`src/design/dcorn_pkg.sv`:
```
`default_nettype none

package dcorn_pkg;

   localparam int DEF_MAX_RANGE_LENGTH = 65536;
   localparam int DEF_OFFSET_FRAC_BITS = 8;
   localparam int DEF_GAIN_FRAC_BITS   = 16;

   localparam int SAMPLE_W     = 16;
   localparam int OFFSET_OUT_W = 24;

   localparam logic OP_MEASURE = 1'b0;
   localparam logic OP_APPLY   = 1'b1;

   localparam logic WIDTH_16 = 1'b1;

   typedef struct packed {
      logic accum;
      logic capture;
      logic div_start;
      logic div_sel_gain;
      logic store_q;
      logic store_g;
      logic gain_zero;
      logic mul;
      logic rnd;
      logic load_report;
      logic load_apply;
   } cmd_type;

   typedef struct packed {
      logic div_done;
      logic peak_pos;
   } status_type;

endpackage

`default_nettype wire

```
`src/design/dcorn_ctrl.sv`:
```
`default_nettype none

module dcorn_ctrl import dcorn_pkg::*; (
   input  wire logic       clock,
   input  wire logic       reset,
   input  wire logic       req_valid,
   input  wire logic       req_operation,
   input  wire logic       req_last,
   output logic            req_ready,
   output logic            rsp_valid,
   input  wire logic       rsp_ready,
   input  wire status_type status,
   output cmd_type         cmd
);

   typedef enum logic [8:0] {
      S_IDLE   = 9'b000000001,
      S_QSTART = 9'b000000010,
      S_QWAIT  = 9'b000000100,
      S_GSTART = 9'b000001000,
      S_GWAIT  = 9'b000010000,
      S_REPORT = 9'b000100000,
      S_MUL    = 9'b001000000,
      S_RND    = 9'b010000000,
      S_APPLY  = 9'b100000000
   } state_type;

   state_type state_ff, state_in;
   logic      rsp_valid_ff, rsp_valid_in;
   logic      slot_free;

   assign slot_free = !rsp_valid_ff || rsp_ready;

   always_comb begin
      state_in = state_ff;
      cmd      = '0;
      case (state_ff)
         S_IDLE: begin
            if (req_valid) begin
               if (req_operation == OP_MEASURE) begin
                  cmd.accum = 1'b1;
                  if (req_last) state_in = S_QSTART;
               end else begin
                  cmd.capture = 1'b1;
                  state_in    = S_MUL;
               end
            end
         end
         S_QSTART: begin
            cmd.div_start = 1'b1;
            state_in      = S_QWAIT;
         end
         S_QWAIT: begin
            if (status.div_done) begin
               cmd.store_q = 1'b1;
               state_in    = S_GSTART;
            end
         end
         S_GSTART: begin
            if (status.peak_pos) begin
               cmd.div_start    = 1'b1;
               cmd.div_sel_gain = 1'b1;
               state_in         = S_GWAIT;
            end else begin
               cmd.gain_zero = 1'b1;
               state_in      = S_REPORT;
            end
         end
         S_GWAIT: begin
            if (status.div_done) begin
               cmd.store_g = 1'b1;
               state_in    = S_REPORT;
            end
         end
         S_REPORT: begin
            if (slot_free) begin
               cmd.load_report = 1'b1;
               state_in        = S_IDLE;
            end
         end
         S_MUL: begin
            cmd.mul  = 1'b1;
            state_in = S_RND;
         end
         S_RND: begin
            cmd.rnd  = 1'b1;
            state_in = S_APPLY;
         end
         S_APPLY: begin
            if (slot_free) begin
               cmd.load_apply = 1'b1;
               state_in       = S_IDLE;
            end
         end
         default: state_in = S_IDLE;
      endcase
   end

   // hold the result until the sink takes it
   always_comb begin
      rsp_valid_in = rsp_valid_ff && !rsp_ready;
      if (cmd.load_report || cmd.load_apply) rsp_valid_in = 1'b1;
   end

   always_ff @(posedge clock) begin
      if (reset) begin
         state_ff     <= S_IDLE;
         rsp_valid_ff <= 1'b0;
      end else begin
         state_ff     <= state_in;
         rsp_valid_ff <= rsp_valid_in;
      end
   end

   assign req_ready = (state_ff == S_IDLE);
   assign rsp_valid = rsp_valid_ff;

endmodule

`default_nettype wire

```
`config.mk`:
```
export PLATFORM = sky130hd
export DESIGN_NAME = dcorn_ctrl
export DESIGN_NICKNAME = d
export VERILOG_FILES = /design/src/design/dcorn_pkg.sv /design/src/design/dcorn_ctrl.sv
export SDC_FILE = /design/constraint.sdc
export NUM_CORES = 1
export LEC_CHECK = 0
export BUFFER_PORTS_ARGS = -buffer_cell sky130_fd_sc_hd__clkbuf_2
export CORE_MARGIN = 2
export CORE_UTILIZATION = 47
export CTS_CLUSTER_SIZE = 12
export DETAILED_ROUTE_END_ITERATION = 8
export GPL_TIMING_DRIVEN = 0
export PLACE_DENSITY = 0.82
export SLEW_MARGIN = 0
export SYNTH_ARGS = -nofsm -noshare
export SYNTH_HDL_FRONTEND = slang
export SYNTH_SLANG_ARGS = --single-unit
```
`constraint.sdc`:
```
create_clock -name clock -period 2.4 [get_ports clock]
set_clock_uncertainty 0.2 [all_clocks]
set_input_delay 0.12 -clock clock [delete_from_list [all_inputs] [get_ports clock]]
set_output_delay 0.12 -clock clock [all_outputs]
set_load 0.005 [all_outputs]
```
* After elaboration in Yosys (flattened, before gate mapping)
Cells that the tools add are included.
** Storage, ports and cells
- Register bits after elaboration :: 10
- Bits of input ports :: 8
- Output and inout bits :: 13
- Logic and storage cells :: 49
** Operators by class
- Eq/ne operators :: 14
- Muxes and demuxes :: 26
- Reduce and logical (&&, ||, !) cells :: 7
** Operators with widths (number)
- $pmux 9 s8 :: 1
- $mux 9 :: 6
- $mux 1 :: 14
- $eq 9x1->1 const B :: 1
- $eq 9x2->1 const B :: 1
- $eq 9x3->1 const B :: 1
- $eq 9x4->1 const B :: 1
- $eq 9x5->1 const B :: 1
- $eq 9x6->1 const B :: 1
- $eq 9x7->1 const B :: 1
- $eq 9x8->1 const B :: 1
- $eq 9x9->1 const B :: 1
- $mux 2 :: 3
- $mux 6 :: 1
- $ne 2x2->1 const B :: 3
- $reduce_and 5->1 :: 1
- $ne 3x3->1 const B :: 1
- $logic_not 1->1 :: 2
- $logic_or 1x1->1 :: 2
- $ne 2x1->1 const B :: 1
- $pmux 1 s2 :: 1
- $reduce_or 2->1 :: 1
- $logic_and 1x1->1 :: 1

* Logic depth before layout (Yosys ltp)
- Depth after elaboration :: 6
- Mapped depth :: 7
- Depth with buffers taken out :: 5

* Worst setup path after synthesis
No wires, ideal clock.
- Path type :: flip-flop to flip-flop
- Start :: register state_ff[5]
- End :: register state_ff[5]
- Library setup time :: 0.122 ns
- Arrival time :: 1.749 ns
- Data required time :: 2.078 ns
- Path slack :: 0.329 ns
- Cell stages (with the launch flop) :: 7
- Path buffers :: 1
- Period minus slack after synthesis :: 2.071 ns
- Cells stage by stage :: dfxtp_1 > buf_6 > or4b_1 > or4_4 > a21oi_4 > o21bai_1 > o311a_1
** On the way
- Word-level cells in the longest chain between the ends :: 4
- Elaborated cells between the ends (all ways) :: 17
- Classes of those cells :: 14 x eq/ne; 1 x mux; 2 x reduce/logical
** Ends and longest elaborated chain
- from (decl) :: RTL line dcorn_ctrl.sv:28 : state_type state_ff, state_in;
- from (signal assigned) :: RTL line dcorn_ctrl.sv:110 : state_ff <= state_in;
- $eq 9x9->1 / $eq 9x6->1 (equally long branches) :: RTL line dcorn_ctrl.sv:37 : case (state_ff)
- $reduce_or 2->1 (no line)
- $ne 2x1->1 (no line)
- $reduce_and 5->1 (no line)
Several ways; a longest one is shown, not always the timed one.
A chain may end at the register's enable or synchronous reset.

==> flow_summary.yaml <==
floorplan:
  rows: 13
  start_util_pct: 49.2
  die_h_um: 40.7
  die_w_um: 40.7
  die_area_mm2: 0.00165
  coreArea_mm2: 0.00128
  io_pins: 21
critical_path:
  cp_slowest_cell: "or4b_1"
  cp_cell_sequence: "buf_6 > or4b_1 > or4_4 > nor2_1 > clkbuf_2"
  arrival_ps: 1960
  cpPeakStageDelay_ps: 520
  cp_max_fo: 9
  path_class: "reg -> out"
  critPathLaunchType: "flop"
  required_ps: 2080
  worst_setup_path_end_kind: "primary output"
synthesis:
  synth.avg_cell_area_um2: 7.80
  synth_cell_types: 36
  synth.top_cell.area_share_pct: 31.7
  yosysTopAreaCell: "dfxtp_1"
  synthCells: 81
  ys_ff_latch: 10
  syn_nets: 89
  ys_seq_area_share_pct: 31.7
  synth_area_um2: 632
  ys_top_cells_by_area: "dfxtp_1 (32%), nor2_1 (6.5%), nor3b_1 (3.6%)"
  yosys_warnings: 0
place:
  io_buffer_count: 20
  gp_congestion: 0.849
  hpwl_um: 1200
detailed_routing:
  via_count: 730
  drtPass1Iterations: 4
  drt_iter0_drc: 22
  wl_per_cell_um: 13.3
  avgViaCountPerCell: 5.89
  routed_wl_um: 1650
  drc: 0
  ant_nets: 0
timing:
  setup_violations: 0
  slew_headroom_pct: 66.0
  worst_pin_slew_ps: 506
  max_freq_mhz: 439
  period_share_pct: 94.8
  period_needed_ps: 2280
  rsz0062_at_grt: "false"
  fin_setup_tns_ps: 0
  report.final.hold_viol_count: 0
  drv_slew: 0
flow_run:
  drv_cap: 0
pwr:
  power.total_uw: 719
  irDropWorstVdd_uv: 485
  p_per_area_mw_per_mm2: 857
  p_leak_uw: 0.000381
layout:
  nNetsFinal: 118
  area_growth_pct: 32.7
  antenna_cells: 0
  layout-drive-gt1-share_pct: 26.6
grt:
  grt_pass1_vias: 585
  grt_use_total_pct: 24.3
  grt_pass1_wl_um: 2500
  grt_overflow: 0
  grt_max_degree: 10
  antenna_found_initial: 0
cts:
  cts_sinks: 10
  cts_buffer_depth: 2
  htree_num_levels: 1
  path_clk_slew_ps: 60
  cts_tree: "yes"
  cts_buffers: 3
  cts_root_buf: "clkbuf_4"
  clock_latency_ps: 280
  post_cts_buffers: 0
run_status:
  status: "complete, no violations"
hold_path:
  worstHoldPathType: "in -> reg"
-- placed cells by master, fill, tap and decap left out, types with 2 or more instances in the layout --
master	synthesis	final
nand2b_1	2	2
clkbuf_2	0	20
o21ai_1	3	3
clkbuf_1	2	2
o21ai_0	4	4
nand2_1	4	4
dfxtp_1	10	10
dlygate4sd3_1	0	4
xnor2_1	2	2
nor2_1	11	11
clkbuf_4	0	3
nor3_1	3	2
and3_1	2	2
inv_1	4	4
nand3_1	3	3
nor3b_1	3	3
nor4b_1	2	2
a21oi_1	4	4
-- sequential cells by signal, summed over array words and instances, names as in the netlist --
name and cells:
state_ff 9, rsp_valid 1
-- what timing repair did --
action	in CTS	in global routing
hold endpoints to repair	9	0
endpoints found under the setup margin	1	2
hold buffers	4	0
resized for setup	1	1
-- report_power, final --
| part | switching [uW] | internal, uW | total, uW |
|---|---|---|---|
| Combinational | 186 | 151 | 337 |
| Sequential | 34.3 | 192 | 226 |
| Clock | 63.6 | 92.4 | 156 |
| Total | 283 | 435 | 719 |
-- critical path, delay by kind of cell (launching register included) --
family / cells / cell delay [ps]
simple gates: 3 / 1120
buf+inv: 2 / 250
flops: 1 / 310
-- cell families after synthesis --
kind of cell    share of synthesized area, %
simple gates                            39.8
compound gates                          19.0
flops                                   31.7
buf+inv                                 5.35
xor+xnor                                4.16
-- per-layer routing --
layer	GRT usage [%]	routed length [um]	up-vias
met3	8.15	132	6
met5	0	0	-
met1	26.9	662	338
li1	-	-	352
met2	40.9	824	34
met4	12.5	28	0
-- metrics by stage --
step / hold slack, ps / instance area, um^2 / instances / utilization (%) / setup WS [ps]
after floorplan: -10.9 / 632 / 81 / - / 329
after global placement: 133 / 751 / 116 / 58.4 / 201
after detailed placement: 146 / 751 / 116 / 58.4 / 118
after CTS: 25.1 / 833 / 124 / 64.8 / 103
after global routing: 45.5 / 838 / 124 / 65.2 / 50.3
final: 36.3 / 838 / 124 / 65.2 / 124
-- final cells by class --
type | count | area, um^2
timing repair buffer | 24 | 140
clock buffer | 4 | 36.3
buffer | 3 | 18.8
tap | 15 | 18.8
inverter | 4 | 15.0
fill | 111 | 447
sequential | 10 | 200
multi-input combinational | 64 | 409
-- final timing paths --
kind | from | end | slack, ps | cells after the start
worst min register to register | state_ff[4]$_SDFFE_PP0P_ | state_ff[4]$_SDFFE_PP0P_ | 360 | 2
worst min-delay path | rsp_ready | rsp_valid$_SDFF_PP0_ | 40 | 4
worst max register to register | state_ff[5]$_SDFFE_PP0P_ | state_ff[5]$_SDFFE_PP0P_ | 180 | 6
worst max-delay path | state_ff[5]$_SDFFE_PP0P_ | cmd[5] | 120 | 5
-- Yosys cell counts --
cell type and instances:
o21bai_1 1, nor3_1 3, a31oi_1 1, or4b_1 1, dfxtp_1 10, nor2_1 11
o311a_1 1, buf_6 1, nor4_1 2, nand2b_1 2, a41oi_1 1, clkbuf_1 2
and2_1 1, nor2b_1 1, inv_1 4, or3_1 1, nor4bb_1 1, a21oi_4 1
or2_1 1, or4_4 1, o21ai_1 3, o311ai_0 1, o21ai_0 4, nand3_1 3
and3b_1 1, a21oi_1 4, nand2_1 4, xor2_1 1, nor3b_1 3, a21o_1 1
nor4b_1 2, xnor2_1 2, and4_1 1, nand4_1 1, and3_1 2, nand3b_1 1
(Power assumes the default switching activity.)
